**src/hw/rtl/hsi_pkg.sv**
```systemverilog
// Shared types, constants and hash function for the hash set intersection core.
package hsi_pkg;

    localparam int TABLE_SLOTS = 1024;
    localparam int SLOT_W      = $clog2(TABLE_SLOTS);
    localparam int CNT_W       = $clog2(TABLE_SLOTS + 1);
    localparam logic [31:0] HASH_MULT = 32'h9E3779B1;

    typedef enum logic [1:0] {
        FUNC_INSERT = 2'd0,
        FUNC_PROBE  = 2'd1,
        FUNC_CLEAR  = 2'd2
    } func_t;

    typedef enum logic [2:0] {
        ST_CLEAR,
        ST_IDLE,
        ST_LOOK,
        ST_CHECK,
        ST_DONE
    } state_t;

    typedef struct packed {
        logic [1:0]         func;
        logic signed [31:0] value;
    } in_word_t;

    typedef struct packed {
        logic signed [31:0] value_out;
        logic               is_common;
        logic               table_full;
    } out_word_t;

    typedef struct packed {
        logic        used;
        logic        emitted;
        logic [31:0] key;
    } slot_entry_t;

    typedef struct packed {
        logic      valid;
        out_word_t word;
    } result_t;

    localparam int ENTRY_W = $bits(slot_entry_t);

    // Table size is a power of two: the slot is the low bits of the product.
    function automatic logic [SLOT_W-1:0] home_slot(logic [31:0] key);
        logic [31:0] h;
        h = key * HASH_MULT;
        return h[SLOT_W-1:0];
    endfunction

endpackage

```
**src/hw/rtl/hsi_ctrl.sv**
```systemverilog
// Probe sequencer: hashes, walks slots through the shared compare, updates the table.
module hsi_ctrl (
    input  logic                     clk,
    input  logic                     rst_n,
    input  logic                     in_valid,
    output logic                     in_ready,
    input  hsi_pkg::in_word_t        in_word,
    output hsi_pkg::result_t         res,
    input  logic                     res_ack,
    output logic                     ram_we,
    output logic [hsi_pkg::SLOT_W-1:0]  ram_waddr,
    output hsi_pkg::slot_entry_t     ram_wdata,
    output logic [hsi_pkg::SLOT_W-1:0]  ram_raddr,
    input  hsi_pkg::slot_entry_t     ram_rdata
);
    import hsi_pkg::*;

    state_t             state_reg, state_next;
    logic [SLOT_W-1:0]  clr_addr_reg, clr_addr_next;
    logic               clr_item_reg, clr_item_next;
    logic [1:0]         func_reg, func_next;
    logic [31:0]        key_reg, key_next;
    logic [SLOT_W-1:0]  slot_reg, slot_next;
    logic [CNT_W-1:0]   step_reg, step_next;
    logic [CNT_W-1:0]   used_count_reg, used_count_next;
    logic               common_reg, common_next;
    logic               full_reg, full_next;
    logic               miss;
    logic               key_match;

    always_ff @(posedge clk or negedge rst_n)
    begin
        if (!rst_n)
        begin
            state_reg      <= ST_CLEAR;
            clr_addr_reg   <= '0;
            clr_item_reg   <= 1'b0;
            used_count_reg <= '0;
        end
        else
        begin
            state_reg      <= state_next;
            clr_addr_reg   <= clr_addr_next;
            clr_item_reg   <= clr_item_next;
            used_count_reg <= used_count_next;
        end
    end

    always_ff @(posedge clk)
    begin
        func_reg   <= func_next;
        key_reg    <= key_next;
        slot_reg   <= slot_next;
        step_reg   <= step_next;
        common_reg <= common_next;
        full_reg   <= full_next;
    end

    assign key_match = (ram_rdata.key == key_reg);

    always_comb
    begin
        state_next      = state_reg;
        clr_addr_next   = clr_addr_reg;
        clr_item_next   = clr_item_reg;
        func_next       = func_reg;
        key_next        = key_reg;
        slot_next       = slot_reg;
        step_next       = step_reg;
        used_count_next = used_count_reg;
        common_next     = common_reg;
        full_next       = full_reg;
        in_ready        = 1'b0;
        ram_we          = 1'b0;
        ram_waddr       = slot_reg;
        ram_wdata       = '0;
        ram_raddr       = slot_reg;
        miss            = 1'b0;
        res.valid       = 1'b0;
        res.word.value_out  = key_reg;
        res.word.is_common  = common_reg;
        res.word.table_full = full_reg;

        unique case (state_reg)
            ST_CLEAR:
            begin
                ram_we          = 1'b1;
                ram_waddr       = clr_addr_reg;
                used_count_next = '0;
                clr_addr_next   = clr_addr_reg + 1'b1;
                if (clr_addr_reg == SLOT_W'(TABLE_SLOTS - 1))
                begin
                    clr_item_next = 1'b0;
                    state_next    = clr_item_reg ? ST_DONE : ST_IDLE;
                end
            end
            ST_IDLE:
            begin
                in_ready = 1'b1;
                if (in_valid)
                begin
                    func_next   = in_word.func;
                    key_next    = in_word.value;
                    slot_next   = home_slot(in_word.value);
                    step_next   = '0;
                    common_next = 1'b0;
                    full_next   = 1'b0;
                    unique case (in_word.func)
                        FUNC_INSERT, FUNC_PROBE: state_next = ST_LOOK;
                        FUNC_CLEAR:
                        begin
                            clr_item_next = 1'b1;
                            clr_addr_next = '0;
                            state_next    = ST_CLEAR;
                        end
                        default: state_next = ST_DONE;
                    endcase
                end
            end
            ST_LOOK:
            begin
                // every occupied slot already compared: the slot reached is free unless the table is full
                if (step_reg == used_count_reg)
                begin
                    miss       = 1'b1;
                    state_next = ST_DONE;
                end
                else
                begin
                    state_next = ST_CHECK;
                end
            end
            ST_CHECK:
            begin
                if (!ram_rdata.used)
                begin
                    miss       = 1'b1;
                    state_next = ST_DONE;
                end
                else if (key_match)
                begin
                    if (func_reg == FUNC_PROBE && !ram_rdata.emitted)
                    begin
                        ram_we            = 1'b1;
                        ram_wdata.used    = 1'b1;
                        ram_wdata.emitted = 1'b1;
                        ram_wdata.key     = key_reg;
                        common_next       = 1'b1;
                    end
                    state_next = ST_DONE;
                end
                else
                begin
                    slot_next  = slot_reg + 1'b1;
                    step_next  = step_reg + 1'b1;
                    state_next = ST_LOOK;
                end
            end
            ST_DONE:
            begin
                res.valid = 1'b1;
                if (res_ack)
                begin
                    state_next = ST_IDLE;
                end
            end
            default: state_next = ST_IDLE;
        endcase

        if (miss && func_reg == FUNC_INSERT)
        begin
            if (used_count_reg == CNT_W'(TABLE_SLOTS))
            begin
                full_next = 1'b1;
            end
            else
            begin
                ram_we            = 1'b1;
                ram_wdata.used    = 1'b1;
                ram_wdata.emitted = 1'b0;
                ram_wdata.key     = key_reg;
                used_count_next   = used_count_reg + 1'b1;
            end
        end
    end

endmodule

```
**config.mk**
```make
export PLATFORM = sky130hd
export DESIGN_NAME = hsi_ctrl
export DESIGN_NICKNAME = d
export VERILOG_FILES = /design/src/hw/rtl/hsi_pkg.sv /design/src/hw/rtl/hsi_ctrl.sv
export SDC_FILE = /design/constraint.sdc
export NUM_CORES = 1
export LEC_CHECK = 0
export ABC_AREA = 1
export BUFFER_PORTS_ARGS = -buffer_cell sky130_fd_sc_hd__buf_4
export CORE_UTILIZATION = 35
export DETAILED_ROUTE_END_ITERATION = 12
export HOLD_SLACK_MARGIN = 0.05
export MAX_ROUTING_LAYER = met4
export PLACE_DENSITY = 0.58
export SLEW_MARGIN = 20
export SYNTH_ARGS = -nofsm -noshare
export SYNTH_HDL_FRONTEND = slang
export SYNTH_SLANG_ARGS = --single-unit
```
**constraint.sdc**
```tcl
create_clock -name clk -period 2.3 [get_ports clk]
set_clock_uncertainty 0.1 [all_clocks]
set_input_delay 0.23 -clock clk [delete_from_list [all_inputs] [get_ports clk]]
set_output_delay 0.23 -clock clk [all_outputs]
set_load 0.005 [all_outputs]
```
; ---- Word level (Yosys, flattened, before mapping)
; Index checks and enable logic that the tools add are counted.
[totals]
elab_cells = 103
input_bits = 72
output_inout_bits = 91
regBits = 82
[classes]
n_eq_ne = 19
muxes = 54
n_reduce_logical = 15
add_sub_neg = 4
n_mul = 1
[op_table]
columns = operator, n
row1 = two-way mux 34 bit, 6
row2 = two-way mux 11 bit, 6
row3 = two-way mux 10 bit, 6
row4 = case mux 10 bit (2 select lines), 2
row5 = == test 32 bit, 1
row6 = "multiplier 32 x 32 -> 10 bit, second input constant", 1
row7 = "adder 11 x 1 -> 11 bit, second input constant", 2
row8 = case mux 11 bit (2 select lines), 1
row9 = two-way mux 3 bit, 7
row10 = "adder 10 x 1 -> 10 bit, second input constant", 2
row11 = two-way mux 1 bit, 20
row12 = "inequality test 2 bit, second input constant", 8
row13 = case mux 3 bit (5 select lines), 1
row14 = == test 11 bit, 1
row15 = "== test 11 bit, second input constant", 1
row16 = "== test 10 bit, second input constant", 1
row17 = case mux 1 bit (2 select lines), 4
row18 = AND reduction 4 bit, 2
row19 = "== test 3 x 2 -> 1 bit, second input constant", 2
row20 = case mux 3 bit (2 select lines), 1
row21 = AND reduction 3 bit, 2
row22 = AND reduction 5 bit, 1
row23 = "== test 2 x 1 -> 1 bit, second input constant", 2
row24 = zero test 2 bit, 2
row25 = other kinds (9), 11

; ---- Longest topological paths before layout
[logic_depth]
word_depth = 8
mapped_depth = 15
mapped_depth_nobuf = 15

; ---- Worst setup path after synthesis
; No wires, ideal clock.
[synth_path]
path_kind = input -> register
startpoint = input port in_word[0] (netlist bit)
endpoint = register slot_reg[9], in the netlist ram_raddr[9], data pin
arrival_time_ns = 3.079
setup_ns = 0.260
cell_stages = 15
setup_slack_ns = -1.140
n_path_buf = 0
required_ns = 1.940
path_cell_list = ha_1 > ha_1 > inv_1 > fa_1 > inv_1 > ha_1 > fa_1 > ha_1 > a21oi_1 > o21ai_0 > xor2_1 > inv_1 > nand2_1 > nand2_1 > o21ai_0
[synth_via]
elab_chain_cells = 3
[synth_rtl]
columns = item, line
row1 = "start, declared", hsi_ctrl.sv:7  ; input hsi_pkg::in_word_t in_word,
row2 = multiplier 32 x 32 -> 10 bit, hsi_pkg.sv:50  ; h = key * HASH_MULT;
row3 = two-way mux 10 bit, hsi_ctrl.sv:100  ; if (in_valid)
row4 = case mux 10 bit (2 select lines), hsi_ctrl.sv:84  ; unique case (state_reg)
row5 = net slot_next[9], hsi_ctrl.sv:23  ; logic [SLOT_W-1:0] slot_reg, slot_next;
row6 = "end signal, assigned", hsi_ctrl.sv:53  ; slot_reg <= slot_next;
row7 = "end, declared", hsi_ctrl.sv:23
; The timed path passes the listed nets, and every way through them passes these cells. The select of a mux whose other input is x is not followed.
; A chain may end at the register's enable or synchronous reset.

; ---- Final worst setup path
[layout_path]
startpoint = input port in_word[3] (netlist bit)
endpoint = register slot_reg[9], in the netlist ram_raddr[9], data pin
; The elaborated chain is that of the path after synthesis.

==> results.toml <==
[global_route]
grt_pass1_vias = 5261
antenna_found_initial = 0
grt_use_total_pct = 22.9
overflow = 0
grt_max_degree = 33
grt_pass1_wl_um = 27200

[worst_setup_path]
cp_cell_sequence = "buf_6, ha_4, ha_4, inv_2, fa_1, inv_2, ha_4, fa_2, ha_4, nand2_1, o21ai_2, xor2_1, inv_1, nor2_1, o21ai_1"
cp_slowest_cell = "fa_1"
start_kind = "input pin"
cpPeakStageDelay_ns = 0.50
path_max_fanout = 3
critPathTopFamily = "adder cells"
critPathKind = "in2reg"
path_common_cell = "ha_4"
critical_path_arrival_ns = 3.00
critPathCaptureType = "flip-flop"
critical_path_required_ns = 2.29
critPathBufInv = 4

[clocking]
htreeDepth = 3
cts.sinks = 82
cts_buffers = 9
clockBufferDepth = 2
cts_tree = "built"
root_buffer = "clkbuf_16"
insertion_delay_ns = 0.34
clk_pin_slew_ns = 0.06

[timing]
period_minus_slack_ns = 3.00
slew_headroom_pct = 69.4
max_freq_ghz = 0.333
final-hold-violation-count = 0
period_share_pct = 131
setup_viol = 37
setup_ws_ns = -0.703
rsz0062_at_grt = "yes"
drv_slew = 0
worstMarginPinSlew_ns = 0.459

[synth]
yosys_warnings = 0
yosys.area.top_type = "edfxtp_1"
synth-edff-count = 56
synthArstFlopShare_pct = 30.5
synth_most_common_cell = "nand2_1"
synthTopCellsByCount = "nand2_1, inv_1, edfxtp_1"
ys.flop_type = "edfxtp_1"
yosys.area.top_type_share_pct = 32.2
ys_seq_elements = 82
postSynthAreaPerCell_um2 = 8.25
syn_inst = 634
synthTopCellsByArea = "edfxtp_1, dfrtp_1, nand2_1"
ys_types = 35
syn_area_um2 = 5230
synthesis.nets = 732
yosysSeqAreaShare_pct = 44.5

[pwr]
power.internal_w = 0.00398
ir_drop_mv = 0.392
p_leak_nw = 3.85
pwr-share-seq_pct = 35.5
sw_frac_of_total_pct = 35.2
combPwrFrac_pct = 41.2
total_power_w = 0.00615
p_sw_w = 0.00216
pwr-share-clk_pct = 23.3
p_per_area_nw_per_um2 = 723

[routing]
drt-initial-drc-count = 281
route.vias.total = 5389
wl_per_cell_um = 16.6
finalWirelength_um = 18100
avgViaCountPerCell = 4.95
firstDrtPassIters = 5
remaining_drc_errors = 0
ant_nets = 0

[floorplanning]
fp.dieW_um = 124
die-area_um2 = 15400
start_util_pct = 36.0
rows = 44
dieHeight_um = 124
core-area_um2 = 14500
io_pins = 163

[placement]
dpl_cell_area_um2 = 6970
dp_slack_ns = -1.14
place_congestion = 0.943
port_buffers = 162
dp_hpwl_um = 12100

[cells_and_area]
design.final.nets = 997
largest_register_ffs = 32
diodes = 0
final_area_um2 = 8490
drive_gt1_share_pct = 38.2
area_growth_pct = 62.4

[flow_run]
cap_violations = 0

[outcome]
violations = "negative setup slack"
status = "complete, but fails checks"

[min_path]
hold_path_class = "in2reg"
-- layout by cell type (no fill, tap or decap), types with 3 or more instances in the layout --
cell type / instances
buf_4: 210
nand2_1: 152
inv_1: 71
edfxtp_1: 56
nor2_1: 45
o21ai_0: 32
xnor2_1: 31
nand3_1: 30
dlygate4sd3_1: 30
dfrtp_1: 24
a21boi_2: 20
buf_6: 19
xor2_1: 18
nor3_1: 17
inv_2: 16
clkbuf_16: 15
a21oi_1: 13
ha_4: 12
ha_1: 11
nand4_1: 9
nand2_2: 8
a21oi_2: 7
a21oi_4: 6
buf_12: 6
nor2_2: 5
buf_16: 3
-- power groups by stage --
stage | registers, W | clock network, W | logic, W
after global placement | 0.00221 | 0 | 0.00218
after detailed placement | 0.00221 | 0 | 0.00223
final | 0.00218 | 0.00143 | 0.00253
after CTS | 0.00218 | 0.00146 | 0.00245
after floorplan | 0.00214 | 0 | 0.00123
after global routing | 0.00222 | 0.00152 | 0.00279
-- worst reg2reg max path, cell delays in order (launching register included) --
cell	delay [ns]
dfrtp_1	0.40
inv_1	0.10
nand2_1	0.07
nand4_1	0.10
nor2_2	0.17
nand4_1	0.14
nand2_2	0.14
buf_4	0.11
buf_4	0.11
nand2_1	0.28
nand3_1	0.15
o21ai_0	0.11
-- stage by stage --
step                util, %  hold WS [ns]  instances  setup TNS, ns
CTS                    55.9        0.0615       1066          -7.48
finish                 58.4        0.0739       1088          -8.25
global placement       47.9        0.0627        990          -2.48
detailed placement     47.9        0.0690        990          -2.64
global route           58.4        0.0851       1088         -12.16
floorplan                 -        -0.166        634          -1.48
-- cell families after synthesis --
family                     synth area share (%)
buffers and inverters                      8.23
xor gates and xnor gates                   8.37
AOI/OAI and AO/OA                          9.93
and+or+nand+nor                            22.3
adders and majority gates                  6.65
DFF                                        44.5
-- path summary, 6_finish.rpt --
| path | start | cells past startpoint | to | slack (ns) |
|---|---|---|---|---|
| worst max-delay path | in_word[3] | 15 | ram_raddr[9] | -0.70 |
| worst min-delay path | res_ack | 4 | state_reg[2] | 0.07 |
| worst max register to register | used_count_reg[1] | 11 | used_count_reg[6] | 0.19 |
| worst min register to register | full_reg | 2 | full_reg | 0.37 |
| min in group asynchronous | rst_n | 2 | used_count_reg[8] | 0.25 |
| max in group asynchronous | rst_n | 2 | used_count_reg[7] | 1.56 |
-- per-layer routing --
layer / vias to the layer above / GRT usage [%] / wire [µm]
met5: - / - / 0
met4: 0 / 7.94 / 422
met3: 34 / 3.45 / 800
met2: 167 / 37.7 / 9120
met1: 2590 / 28.7 / 7760
li1: 2598 / - / -
-- layout make-up --
type,count,area (µm²)
Fill cell,1282,6040
Multi-Input combinational cell,443,2860
Timing Repair Buffer,275,2450
Sequential cell,82,2330
Inverter,88,334
Clock buffer,13,272
Tap cell,184,230
Clock inverter,3,20.0
-- timing repair --
item                                    4_1_cts  5_1_grt
hold endpoints to repair                     54        0
gates resized for setup                      80       47
buffers inserted                             34       22
hold buffers                                 30        0
endpoints found under the setup margin       38       38
cloned                                        5        7
pin swaps                                    28       30
Power figures use the tool's default switching activity.
